`src/design/assert_macros.svh`:
```
// ----------------------------------------------------------------------------
// assert_macros.svh
// Assertion shorthands for the PID block, clocked on aclk.
// ----------------------------------------------------------------------------
`ifndef ASSERT_MACROS_SVH
`define ASSERT_MACROS_SVH

// Check while out of reset.
`define PIS_ASSERT(label, prop, msg) \
    label: assert property (@(posedge aclk) disable iff (!aresetn) (prop)) else $error(msg);

// Check at every edge, reset included.
`define PIS_ASSERT_ALWAYS(label, prop, msg) \
    label: assert property (@(posedge aclk) (prop)) else $error(msg);

`endif

```
`src/design/pis_pkg.sv`:
```
// ----------------------------------------------------------------------------
// pis_pkg
// Shared widths, codes and the command type of the shared arithmetic unit.
// ----------------------------------------------------------------------------
package pis_pkg;

    localparam int DATA_W    = 32;
    localparam int FRAC_W    = 16;
    localparam int LIMIT_W   = 31;
    localparam int DIV_W     = DATA_W + FRAC_W;
    localparam int DIV_CNT_W = $clog2(DIV_W);
    localparam int APB_AW    = 5;
    localparam int APB_DW    = 32;
    localparam int IN_DW     = 2 * DATA_W;
    localparam int MODE_W    = 2;

    localparam logic [LIMIT_W-1:0] DT_RESET = LIMIT_W'(1 << FRAC_W);

    typedef enum logic [2:0] {
        REG_KP,
        REG_KI,
        REG_KD,
        REG_I_LIMIT,
        REG_I_THRESHOLD,
        REG_I_STOP,
        REG_OUTPUT_LIMIT,
        REG_DT
    } reg_idx_t;

    typedef enum logic [MODE_W-1:0] {
        MODE_UPDATE,
        MODE_RESET,
        MODE_CLEAR,
        MODE_SET
    } mode_t;

    typedef enum logic [1:0] {
        OP_IDLE,
        OP_MUL,
        OP_DIV_LOAD,
        OP_DIV_STEP
    } arith_op_t;

    typedef struct packed {
        arith_op_t                op;
        logic signed [DATA_W-1:0] a;
        logic signed [DATA_W-1:0] b;
    } arith_cmd_t;

endpackage

```
`src/design/pis_arith.sv`:
```
// ----------------------------------------------------------------------------
// pis_arith
// Shared arithmetic unit: one signed multiply per command, or one restoring
// divide step per command on a fraction-scaled magnitude.
// ----------------------------------------------------------------------------
module pis_arith (
    input  logic                                aclk,
    input  pis_pkg::arith_cmd_t                 cmd,
    output logic signed [2*pis_pkg::DATA_W-1:0] prod,
    output logic [pis_pkg::DIV_W-1:0]           quo
);
    import pis_pkg::*;

    logic signed [2*DATA_W-1:0] prod_reg;
    logic [DIV_W-1:0]           quo_reg;
    logic [DATA_W-1:0]          rem_reg;
    logic [LIMIT_W-1:0]         den_reg;
    logic [DATA_W-1:0]          rem_shift;
    logic                       fits;

    // shift in the next numerator bit; the remainder stays below the divisor
    assign rem_shift = {rem_reg[DATA_W-2:0], quo_reg[DIV_W-1]};
    assign fits      = rem_shift >= {1'b0, den_reg};

    always_ff @(posedge aclk) begin
        unique case (cmd.op)
            OP_MUL: begin
                prod_reg <= (2*DATA_W)'(cmd.a) * (2*DATA_W)'(cmd.b);
            end
            OP_DIV_LOAD: begin
                quo_reg <= {cmd.a, {FRAC_W{1'b0}}};
                rem_reg <= '0;
                den_reg <= cmd.b[LIMIT_W-1:0];
            end
            OP_DIV_STEP: begin
                rem_reg <= fits ? rem_shift - {1'b0, den_reg} : rem_shift;
                quo_reg <= {quo_reg[DIV_W-2:0], fits};
            end
            default: begin
            end
        endcase
    end

    assign prod = prod_reg;
    assign quo  = quo_reg;

endmodule

```
`src/design/pid_integral_separation.sv`:
```
// ----------------------------------------------------------------------------
// pid_integral_separation
// PID controller in signed Q16.16 with integral separation, integral and
// output clamps, driven by a stream of commands with an APB register port.
// ----------------------------------------------------------------------------
// An update beat shows its drive once the sequencer has run its steps; the
//   48 single-bit divide steps of the derivative dominate. Other modes go straight to S_DONE.
// Flow: a new beat is accepted only once the last one has been presented;
//   s_tready is high only while the sequencer idles.
// Reset (aresetn low, synchronous): registers to defaults (dt = 1.0), state
//   cleared, no beat pending on m_.
`include "assert_macros.svh"

module pid_integral_separation (
    input  logic                            aclk,
    input  logic                            aresetn,
    // configuration port
    input  logic                            psel,
    input  logic                            penable,
    input  logic                            pwrite,
    input  logic [pis_pkg::APB_AW-1:0]      paddr,
    input  logic [pis_pkg::APB_DW-1:0]      pwdata,
    output logic [pis_pkg::APB_DW-1:0]      prdata,
    output logic                            pready,
    // command stream
    input  logic                            s_tvalid,
    output logic                            s_tready,
    input  logic [pis_pkg::IN_DW-1:0]       s_tdata,  // [31:0] error_in, [63:32] integral_value
    input  logic [pis_pkg::MODE_W-1:0]      s_tuser,  // [1:0] mode
    // drive stream
    output logic                            m_tvalid,
    input  logic                            m_tready,
    output logic [pis_pkg::DATA_W-1:0]      m_tdata   // [31:0] drive
);
    import pis_pkg::*;

    typedef enum logic [3:0] {
        S_IDLE,
        S_MUL_EDT,
        S_INT_SCALE,
        S_INT_UPD,
        S_DIV_LOAD,
        S_DIV_STEP,
        S_DIV_FIN,
        S_MUL_P,
        S_ACC_P,
        S_MUL_I,
        S_ACC_I,
        S_MUL_D,
        S_ACC_D,
        S_DONE
    } state_t;

    localparam logic signed [DATA_W-1:0] SMAX = {1'b0, {(DATA_W-1){1'b1}}};
    localparam logic signed [DATA_W-1:0] SMIN = {1'b1, {(DATA_W-1){1'b0}}};

    // ------------------------------------------------------------------
    // Fixed-point helpers
    // ------------------------------------------------------------------
    // saturate a sum two bits wider than the data path
    function automatic logic signed [DATA_W-1:0] sat_wide(input logic signed [DATA_W+1:0] v);
        logic signed [DATA_W-1:0] r;
        if (!v[DATA_W+1] && (|v[DATA_W:DATA_W-1])) begin
            r = SMAX;
        end else if (v[DATA_W+1] && !(&v[DATA_W:DATA_W-1])) begin
            r = SMIN;
        end else begin
            r = v[DATA_W-1:0];
        end
        return r;
    endfunction

    // rescale a full product: floor shift by the fraction bits, then saturate
    function automatic logic signed [DATA_W-1:0] qscale(input logic signed [2*DATA_W-1:0] p);
        logic signed [2*DATA_W-1:0] sh;
        logic signed [DATA_W-1:0]   r;
        sh = p >>> FRAC_W;
        if (!sh[2*DATA_W-1] && (|sh[2*DATA_W-2:DATA_W-1])) begin
            r = SMAX;
        end else if (sh[2*DATA_W-1] && !(&sh[2*DATA_W-2:DATA_W-1])) begin
            r = SMIN;
        end else begin
            r = sh[DATA_W-1:0];
        end
        return r;
    endfunction

    // clamp to +-lim
    function automatic logic signed [DATA_W-1:0] clamp_mag(input logic signed [DATA_W-1:0] v,
                                                           input logic [LIMIT_W-1:0] lim);
        logic signed [DATA_W-1:0] pos;
        logic signed [DATA_W-1:0] neg;
        logic signed [DATA_W-1:0] r;
        pos = signed'({1'b0, lim});
        neg = -pos;
        if (v > pos) begin
            r = pos;
        end else if (v < neg) begin
            r = neg;
        end else begin
            r = v;
        end
        return r;
    endfunction

    // ------------------------------------------------------------------
    // Registers
    // ------------------------------------------------------------------
    state_t                   state_reg, state_next;
    logic signed [DATA_W-1:0] kp_reg, kp_next;
    logic signed [DATA_W-1:0] ki_reg, ki_next;
    logic signed [DATA_W-1:0] kd_reg, kd_next;
    logic [LIMIT_W-1:0]       i_limit_reg, i_limit_next;
    logic [LIMIT_W-1:0]       i_thresh_reg, i_thresh_next;
    logic [LIMIT_W-1:0]       i_stop_reg, i_stop_next;
    logic [LIMIT_W-1:0]       out_limit_reg, out_limit_next;
    logic [LIMIT_W-1:0]       dt_reg, dt_next;
    logic signed [DATA_W-1:0] prev_err_reg, prev_err_next;
    logic signed [DATA_W-1:0] integ_reg, integ_next;
    logic signed [DATA_W-1:0] err_reg, err_next;
    logic signed [DATA_W-1:0] tmp_reg, tmp_next;    // scaled error*dt, then deriv
    logic signed [DATA_W-1:0] diff_reg, diff_next;
    logic signed [DATA_W+1:0] sum_reg, sum_next;    // running p + i + d
    logic [DIV_CNT_W-1:0]     cnt_reg, cnt_next;
    logic                     m_tvalid_reg, m_tvalid_next;
    logic [DATA_W-1:0]        m_tdata_reg, m_tdata_next;

    // ------------------------------------------------------------------
    // Shared arithmetic unit
    // ------------------------------------------------------------------
    arith_cmd_t                 cmd;
    logic signed [2*DATA_W-1:0] prod;
    logic [DIV_W-1:0]           quo;

    pis_arith u_arith (
        .aclk (aclk),
        .cmd  (cmd),
        .prod (prod),
        .quo  (quo)
    );

    // ------------------------------------------------------------------
    // Datapath terms
    // ------------------------------------------------------------------
    logic                     cfg_wr;
    reg_idx_t                 cfg_idx;
    logic                     s_fire;
    logic                     out_free;
    logic [DATA_W-1:0]        err_mag;
    logic [DATA_W-1:0]        diff_mag;
    logic signed [DATA_W-1:0] integ_acc;
    logic signed [DATA_W-1:0] integ_upd;
    logic signed [DATA_W-1:0] deriv;
    logic signed [DATA_W-1:0] scaled;
    logic signed [DATA_W-1:0] drive;

    assign pready   = 1'b1;
    assign cfg_wr   = psel && penable && pwrite && pready;
    assign cfg_idx  = reg_idx_t'(paddr[APB_AW-1:2]);
    assign s_tready = (state_reg == S_IDLE);
    assign s_fire   = s_tvalid && s_tready;
    assign out_free = !m_tvalid_reg || m_tready;
    assign m_tvalid = m_tvalid_reg;
    assign m_tdata  = m_tdata_reg;

    // magnitudes as unsigned; the most negative value maps to 2^31
    assign err_mag  = err_reg[DATA_W-1]  ? DATA_W'(-err_reg)  : DATA_W'(err_reg);
    assign diff_mag = diff_reg[DATA_W-1] ? DATA_W'(-diff_reg) : DATA_W'(diff_reg);
    assign scaled   = qscale(prod);
    assign integ_acc = sat_wide((DATA_W+2)'(integ_reg) + (DATA_W+2)'(tmp_reg));

    // integral separation: accumulate inside the threshold band, drop outside,
    // drop inside the stop band, then clamp if i_limit is nonzero
    always_comb begin
        integ_upd = (err_mag < {1'b0, i_thresh_reg}) ? integ_acc : '0;
        if (err_mag < {1'b0, i_stop_reg}) begin
            integ_upd = '0;
        end
        if (i_limit_reg != '0) begin
            integ_upd = clamp_mag(integ_upd, i_limit_reg);
        end
    end

    // apply sign and saturate the divide result; zero dt saturates by sign
    always_comb begin
        if (dt_reg == '0) begin
            if (diff_reg > 0) begin
                deriv = SMAX;
            end else if (diff_reg < 0) begin
                deriv = SMIN;
            end else begin
                deriv = '0;
            end
        end else if (!diff_reg[DATA_W-1]) begin
            deriv = (|quo[DIV_W-1:DATA_W-1]) ? SMAX : signed'(quo[DATA_W-1:0]);
        end else begin
            deriv = (|quo[DIV_W-1:DATA_W-1]) ? SMIN : -signed'(quo[DATA_W-1:0]);
        end
    end

    // final sum, saturated and, if out_limit is nonzero, clamped; non-update beats carry a zero sum
    always_comb begin
        drive = sat_wide(sum_reg);
        if (out_limit_reg != '0) begin
            drive = clamp_mag(drive, out_limit_reg);
        end
    end

    // register read-back
    always_comb begin
        unique case (cfg_idx)
            REG_KP:           prdata = kp_reg;
            REG_KI:           prdata = ki_reg;
            REG_KD:           prdata = kd_reg;
            REG_I_LIMIT:      prdata = {1'b0, i_limit_reg};
            REG_I_THRESHOLD:  prdata = {1'b0, i_thresh_reg};
            REG_I_STOP:       prdata = {1'b0, i_stop_reg};
            REG_OUTPUT_LIMIT: prdata = {1'b0, out_limit_reg};
            REG_DT:           prdata = {1'b0, dt_reg};
            default:          prdata = '0;
        endcase
    end

    // ------------------------------------------------------------------
    // Sequencer
    // ------------------------------------------------------------------
    always_comb begin
        state_next     = state_reg;
        kp_next        = kp_reg;
        ki_next        = ki_reg;
        kd_next        = kd_reg;
        i_limit_next   = i_limit_reg;
        i_thresh_next  = i_thresh_reg;
        i_stop_next    = i_stop_reg;
        out_limit_next = out_limit_reg;
        dt_next        = dt_reg;
        prev_err_next  = prev_err_reg;
        integ_next     = integ_reg;
        err_next       = err_reg;
        tmp_next       = tmp_reg;
        diff_next      = diff_reg;
        sum_next       = sum_reg;
        cnt_next       = cnt_reg;
        m_tvalid_next  = m_tvalid_reg && !m_tready;
        m_tdata_next   = m_tdata_reg;
        cmd            = '{op: OP_IDLE, a: '0, b: '0};

        // register writes take effect at once; the host must write only while
        // the sequencer idles: the block itself does not enforce this
        if (cfg_wr) begin
            unique case (cfg_idx)
                REG_KP:           kp_next        = pwdata;
                REG_KI:           ki_next        = pwdata;
                REG_KD:           kd_next        = pwdata;
                REG_I_LIMIT:      i_limit_next   = pwdata[LIMIT_W-1:0];
                REG_I_THRESHOLD:  i_thresh_next  = pwdata[LIMIT_W-1:0];
                REG_I_STOP:       i_stop_next    = pwdata[LIMIT_W-1:0];
                REG_OUTPUT_LIMIT: out_limit_next = pwdata[LIMIT_W-1:0];
                REG_DT:           dt_next        = pwdata[LIMIT_W-1:0];
                default: begin
                end
            endcase
        end

        unique case (state_reg)
            S_IDLE: begin
                if (s_fire) begin
                    sum_next = '0;
                    unique case (mode_t'(s_tuser))
                        MODE_UPDATE: begin
                            err_next   = s_tdata[DATA_W-1:0];
                            state_next = S_MUL_EDT;
                        end
                        MODE_RESET: begin
                            prev_err_next = '0;
                            integ_next    = '0;
                            state_next    = S_DONE;
                        end
                        MODE_CLEAR: begin
                            integ_next = '0;
                            state_next = S_DONE;
                        end
                        MODE_SET: begin
                            integ_next = s_tdata[IN_DW-1:DATA_W];
                            state_next = S_DONE;
                        end
                        default: begin
                        end
                    endcase
                end
            end
            S_MUL_EDT: begin
                cmd        = '{op: OP_MUL, a: err_reg, b: signed'({1'b0, dt_reg})};
                state_next = S_INT_SCALE;
            end
            S_INT_SCALE: begin
                tmp_next   = scaled;
                state_next = S_INT_UPD;
            end
            S_INT_UPD: begin
                integ_next    = integ_upd;
                diff_next     = sat_wide((DATA_W+2)'(err_reg) - (DATA_W+2)'(prev_err_reg));
                prev_err_next = err_reg;
                state_next    = S_DIV_LOAD;
            end
            S_DIV_LOAD: begin
                cmd        = '{op: OP_DIV_LOAD, a: signed'(diff_mag),
                               b: signed'({1'b0, dt_reg})};
                cnt_next   = '0;
                state_next = S_DIV_STEP;
            end
            S_DIV_STEP: begin
                // one quotient bit per cycle
                cmd      = '{op: OP_DIV_STEP, a: '0, b: '0};
                cnt_next = cnt_reg + 1'b1;
                if (cnt_reg == DIV_CNT_W'(DIV_W - 1)) begin
                    state_next = S_DIV_FIN;
                end
            end
            S_DIV_FIN: begin
                tmp_next   = deriv;
                state_next = S_MUL_P;
            end
            S_MUL_P: begin
                cmd        = '{op: OP_MUL, a: kp_reg, b: err_reg};
                state_next = S_ACC_P;
            end
            S_ACC_P: begin
                sum_next   = (DATA_W+2)'(scaled);
                state_next = S_MUL_I;
            end
            S_MUL_I: begin
                cmd        = '{op: OP_MUL, a: ki_reg, b: integ_reg};
                state_next = S_ACC_I;
            end
            S_ACC_I: begin
                sum_next   = sum_reg + (DATA_W+2)'(scaled);
                state_next = S_MUL_D;
            end
            S_MUL_D: begin
                cmd        = '{op: OP_MUL, a: kd_reg, b: tmp_reg};
                state_next = S_ACC_D;
            end
            S_ACC_D: begin
                sum_next   = sum_reg + (DATA_W+2)'(scaled);
                state_next = S_DONE;
            end
            S_DONE: begin
                // hold until the output register is free, then present the beat
                if (out_free) begin
                    m_tvalid_next = 1'b1;
                    m_tdata_next  = drive;
                    state_next    = S_IDLE;
                end
            end
            default: begin
                state_next = S_IDLE;
            end
        endcase
    end

    always_ff @(posedge aclk) begin
        if (!aresetn) begin
            state_reg     <= S_IDLE;
            kp_reg        <= '0;
            ki_reg        <= '0;
            kd_reg        <= '0;
            i_limit_reg   <= '0;
            i_thresh_reg  <= '0;
            i_stop_reg    <= '0;
            out_limit_reg <= '0;
            dt_reg        <= DT_RESET;
            prev_err_reg  <= '0;
            integ_reg     <= '0;
            m_tvalid_reg  <= 1'b0;
        end else begin
            state_reg     <= state_next;
            kp_reg        <= kp_next;
            ki_reg        <= ki_next;
            kd_reg        <= kd_next;
            i_limit_reg   <= i_limit_next;
            i_thresh_reg  <= i_thresh_next;
            i_stop_reg    <= i_stop_next;
            out_limit_reg <= out_limit_next;
            dt_reg        <= dt_next;
            prev_err_reg  <= prev_err_next;
            integ_reg     <= integ_next;
            err_reg       <= err_next;
            tmp_reg       <= tmp_next;
            diff_reg      <= diff_next;
            sum_reg       <= sum_next;
            cnt_reg       <= cnt_next;
            m_tvalid_reg  <= m_tvalid_next;
            m_tdata_reg   <= m_tdata_next;
        end
    end

    // ------------------------------------------------------------------
    // Assertions
    // ------------------------------------------------------------------
    logic signed [DATA_W-1:0] i_lim_pos;
    logic signed [DATA_W-1:0] i_lim_neg;

    assign i_lim_pos = signed'({1'b0, i_limit_reg});
    assign i_lim_neg = -i_lim_pos;

    `PIS_ASSERT(a_integ_clamped, (state_reg == S_INT_UPD && i_limit_reg != '0) |=> (integ_reg <= i_lim_pos && integ_reg >= i_lim_neg), "integral outside its clamp after update")
    `PIS_ASSERT(a_div_full_run, (state_reg == S_DIV_FIN) |-> ($past(state_reg) == S_DIV_STEP && $past(cnt_reg) == DIV_CNT_W'(DIV_W - 1)), "derivative taken before all divide steps")
    `PIS_ASSERT(a_beat_from_done, $rose(m_tvalid) |-> ($past(state_reg) == S_DONE), "result beat raised outside the done state")
    `PIS_ASSERT_ALWAYS(a_reset_clears, !aresetn |=> (state_reg == S_IDLE && !m_tvalid), "reset left the sequencer busy")

endmodule
```
`config.mk`:
```
export PLATFORM = sky130hd
export DESIGN_NAME = pid_integral_separation
export DESIGN_NICKNAME = d
export VERILOG_FILES = /design/src/design/pis_pkg.sv /design/src/design/pis_arith.sv /design/src/design/pid_integral_separation.sv
export VERILOG_INCLUDE_DIRS = /design/src /design/src/design
export SDC_FILE = /design/constraint.sdc
export NUM_CORES = 2
export LEC_CHECK = 0
export BUFFER_PORTS_ARGS = -buffer_cell sky130_fd_sc_hd__buf_2
export CORE_ASPECT_RATIO = 0.9
export CORE_UTILIZATION = 47
export DETAILED_ROUTE_END_ITERATION = 8
export GPL_ROUTABILITY_DRIVEN = 0
export PLACE_DENSITY = 0.64
export REMOVE_ABC_BUFFERS = 1
export SLEW_MARGIN = 5
export SYNTH_ARGS = -nofsm -noshare
export SYNTH_HDL_FRONTEND = slang
export SYNTH_SLANG_ARGS = --single-unit
export TNS_END_PERCENT = 100
```
`constraint.sdc`:
```
create_clock -name aclk -period 13.1 [get_ports aclk]
set_input_delay 1.31 -clock aclk [delete_from_list [all_inputs] [get_ports aclk]]
set_output_delay 1.31 -clock aclk [all_outputs]
set_load 0.005 [all_outputs]
```
==> metrics.md <==
| Metric | Value |
|---|---|
| Reg power frac | `24.7%` |
| Relative slew slack | `4.01%` |
| Final setup fails | `0` |
| Htree depth | `3` |
| Vias | `67605` |
| Detail-routed via count per cell | `between 5 and 6` |
| Critical Path Sink Type | `flop` |
| Core Box Area | `around 0.17 sq mm` |
| # resized after CTS | `0` |
| MaxCap Viol Count | `0` |
| Pwr Density | `138 mW/mm^2` |
| Worst Hold Slack | `0.466 ns` |
| Die H | `390 um` |
| Global-route wire length before repair | `approximately 430 mm` |
| Flops & latches, synth | `646` |
| Post-cts hold buffer count | `0` |
| Slew Viols, Final | `0` |
| Antenna Nets Post-Route | `0` |
| Post-route DRC | `0` |
| Startpoint types | `flop` |
| Most used cell, CP | `fa_1` |
| CTS Buf Count | `roughly 80` |
| Nets | `about 11000` |
| Initial DRC count | `8218` |
| Clk pin slew, worst setup/hold paths | `0.06 ns` |
| Max VDD drop | `0.129 mV` |
| TritonCTS Sinks | `646` |
| First-pass DRT Iterations | `8` |
| Total power | `11700 uW` |
| Combinational share of power | `around 55%` |
| Fmax achieved | `80.0 MHz` |
| Drt wl/cell | `between 20 and 30 um` |
| CTS max path bufs | `3` |
| GRT Total Usage | `about 34%` |
| Fin crit share | `between 90% and 100%` |
| Status | `completed` |
| Switching Share | `a little under half` |
| Final setup skew | `0.0571 ns` |
| Initial Util | `about 47%` |
| Post-synth design cell area | `0.0788 sq mm` |
| Critical path data arrival time | `between 10 and 15 ns` |
| Pint | `6100 uW` |
| Site Rows | `142` |
| Worst Path Required | `13.53 ns` |
| Unrepaired setup endpoints after global routing | `false` |
| Slowest stage delay, CP | `0.98 ns` |
| Final WL | `285 mm` |
| Dpl hpwl | `between 200 and 250 mm` |
| Post-synthesis cell type count | `97` |
| Post-synthesis sequential area ratio | `20.5%` |
| Hold Vio Cnt, Final | `0` |
| HP Class | `reg2reg` |
| # IOs | `177` |
| Critical path class | `reg2reg` |
| Syn. warnings | `0` |
| Clock latency at the later pin of the worst-skew pair | `0.73 ns` |
| Net Switching | `5600 uW` |
| Clock share of power | `around 20%` |
| Synthesized area per cell | `8.66 sq um` |
| CTS tree | `built` |
| Area growth, synth to finish | `7.66%` |
| Final worst path period need | `between 10 and 15 ns` |
| PortBufs | `approximately 170` |
| Layout cells sized above 1 | `between 6 and 7%` |
| FILL cells | `approximately 16000` |
| Top_reg_cell synth | `edfxtp_1` |
| Die ar. | `0.169 sq mm` |
| Die width | `434 um` |
| CP max stage cell | `o211ai_1` |
| LEAKAGE | `~0.037 uW` |
| Root Driver | `clkbuf_16` |
| EDFF count, synth | `326` |
| Number of global-route vias before repair | `67721` |
| Total setup buffers inserted after CTS | `0` |
| Asr flop ratio synth | `0%` |
| Slew at the pin with the worst max-slew slack | `~1.4 ns` |
| Grt ovf | `0` |
| Initial antenna violation count | `16` |
| Largest net degree at the start of global routing | `100` |
| Mapped Cells | `approximately 9100` |
| CP max FO | `5` |
-- synth_stat cells, types with 66 or more instances --
cell type	number	area [sq um]
fa_1	1085	21700
edfxtp_1	326	9790
clkbuf_1	420	1580
o22ai_1	66	413
o21ai_0	293	1470
a21oi_1	402	2010
a22oi_1	102	766
ha_1	502	6280
dfxtp_1	320	6410
inv_1	1365	5120
nor2b_1	88	551
xor2_1	115	1010
a21boi_0	265	1990
nor3_1	69	345
nand2_1	1350	5070
a21o_1	120	901
xnor2_1	208	1820
nor2_1	954	3580
-- worst max-delay path, delay by kind of cell, from the launching register on --
kind | cells | cell delay, ns
adder cells (fa/ha/maj) | 9 | 4.48
buffers and inverters | 7 | 0.71
AND/OR/NAND/NOR | 10 | 3.40
flip-flops | 1 | 0.42
AO/OA/AOI/OAI | 8 | 2.94
XOR/XNOR | 2 | 0.28
-- metrics by stage --
stage / setup TNS [ns] / worst slack [ns] / cells / utilization (%) / cell area [sq um]
after CTS: 0 / 0.323 / 11337 / 50.9 / 84800
final: 0 / 0.596 / 11347 / 51.0 / 84800
after global placement: 0 / 0.591 / 11191 / 49.3 / 82100
after detailed placement: 0 / 0.359 / 11191 / 49.3 / 82100
after global routing: 0 / 0.162 / 11342 / 51.0 / 84800
after floorplan: -6.29 / -0.641 / 8578 / - / 76700
-- cell families after synthesis --
group | Yosys count | synth area share [%]
and+or+nand+nor | 2893 | 15.7
buffers and inverters | 1903 | 9.20
AOI/OAI and AO/OA | 1665 | 13.9
adders and majority gates | 1587 | 35.5
DFF | 646 | 20.5
xor gates and xnor gates | 323 | 3.59
muxes | 86 | 1.52
other | 1 | 0.00476
-- final timing paths --
check / slack, ns / to / start / cells after the start
max: 0.60 / u_arith.prod[59] / diff_reg[4] / 36
min: 0.47 / i_limit_reg[27] / i_limit_reg[27] / 2
max reg2reg: 0.60 / u_arith.prod[59] / diff_reg[4] / 36
min reg2reg: 0.47 / i_limit_reg[27] / i_limit_reg[27] / 2
-- metal layers --
layer | share of wire [%] | track usage (%) | vias to the layer above
met2 | 42 | 49.7 | 4065
met3 | 13 | 9.02 | 825
li1 | - | - | 29362
met1 | 38 | 44.8 | 33347
met5 | 0.013 | 0 | -
met4 | 6.9 | 19.6 | 6
-- power groups by stage --
stage	logic, uW	registers [uW]	clock network, uW
6_report	6470	2890	2340
3_3_place_gp	6130	2900	0
5_1_grt	6970	2910	2430
4_1_cts	6300	2880	2360
2_1_floorplan	3960	2790	0
3_5_place_dp	6240	2910	0
-- layout by cell type, fill, tap and decap left out, types with 66 or more instances in the layout --
cell type / count
xor2_1: 115
a21o_1: 120
edfxtp_1: 326
a21boi_0: 265
nor2_1: 941
o21ai_0: 293
buf_4: 209
nor2b_1: 88
fa_1: 1084
a22oi_1: 102
a21oi_1: 400
inv_1: 1365
nand2_1: 1344
ha_1: 502
o22ai_1: 66
dfxtp_1: 320
clkbuf_16: 83
buf_2: 171
xnor2_1: 208
-- cell type report --
type	instances	area, sq um	share of cell area [%]
multi-input combinational	6555	55600	65.5
tap	2232	2790	3.29
clock inverter	36	428	0.504
timing repair buffer	381	2440	2.87
antenna	10	25.0	0.0295
clock buffer	110	2240	2.64
sequential	646	16200	19.1
inverter	1377	5170	6.09
(Power assumes the default switching activity.)
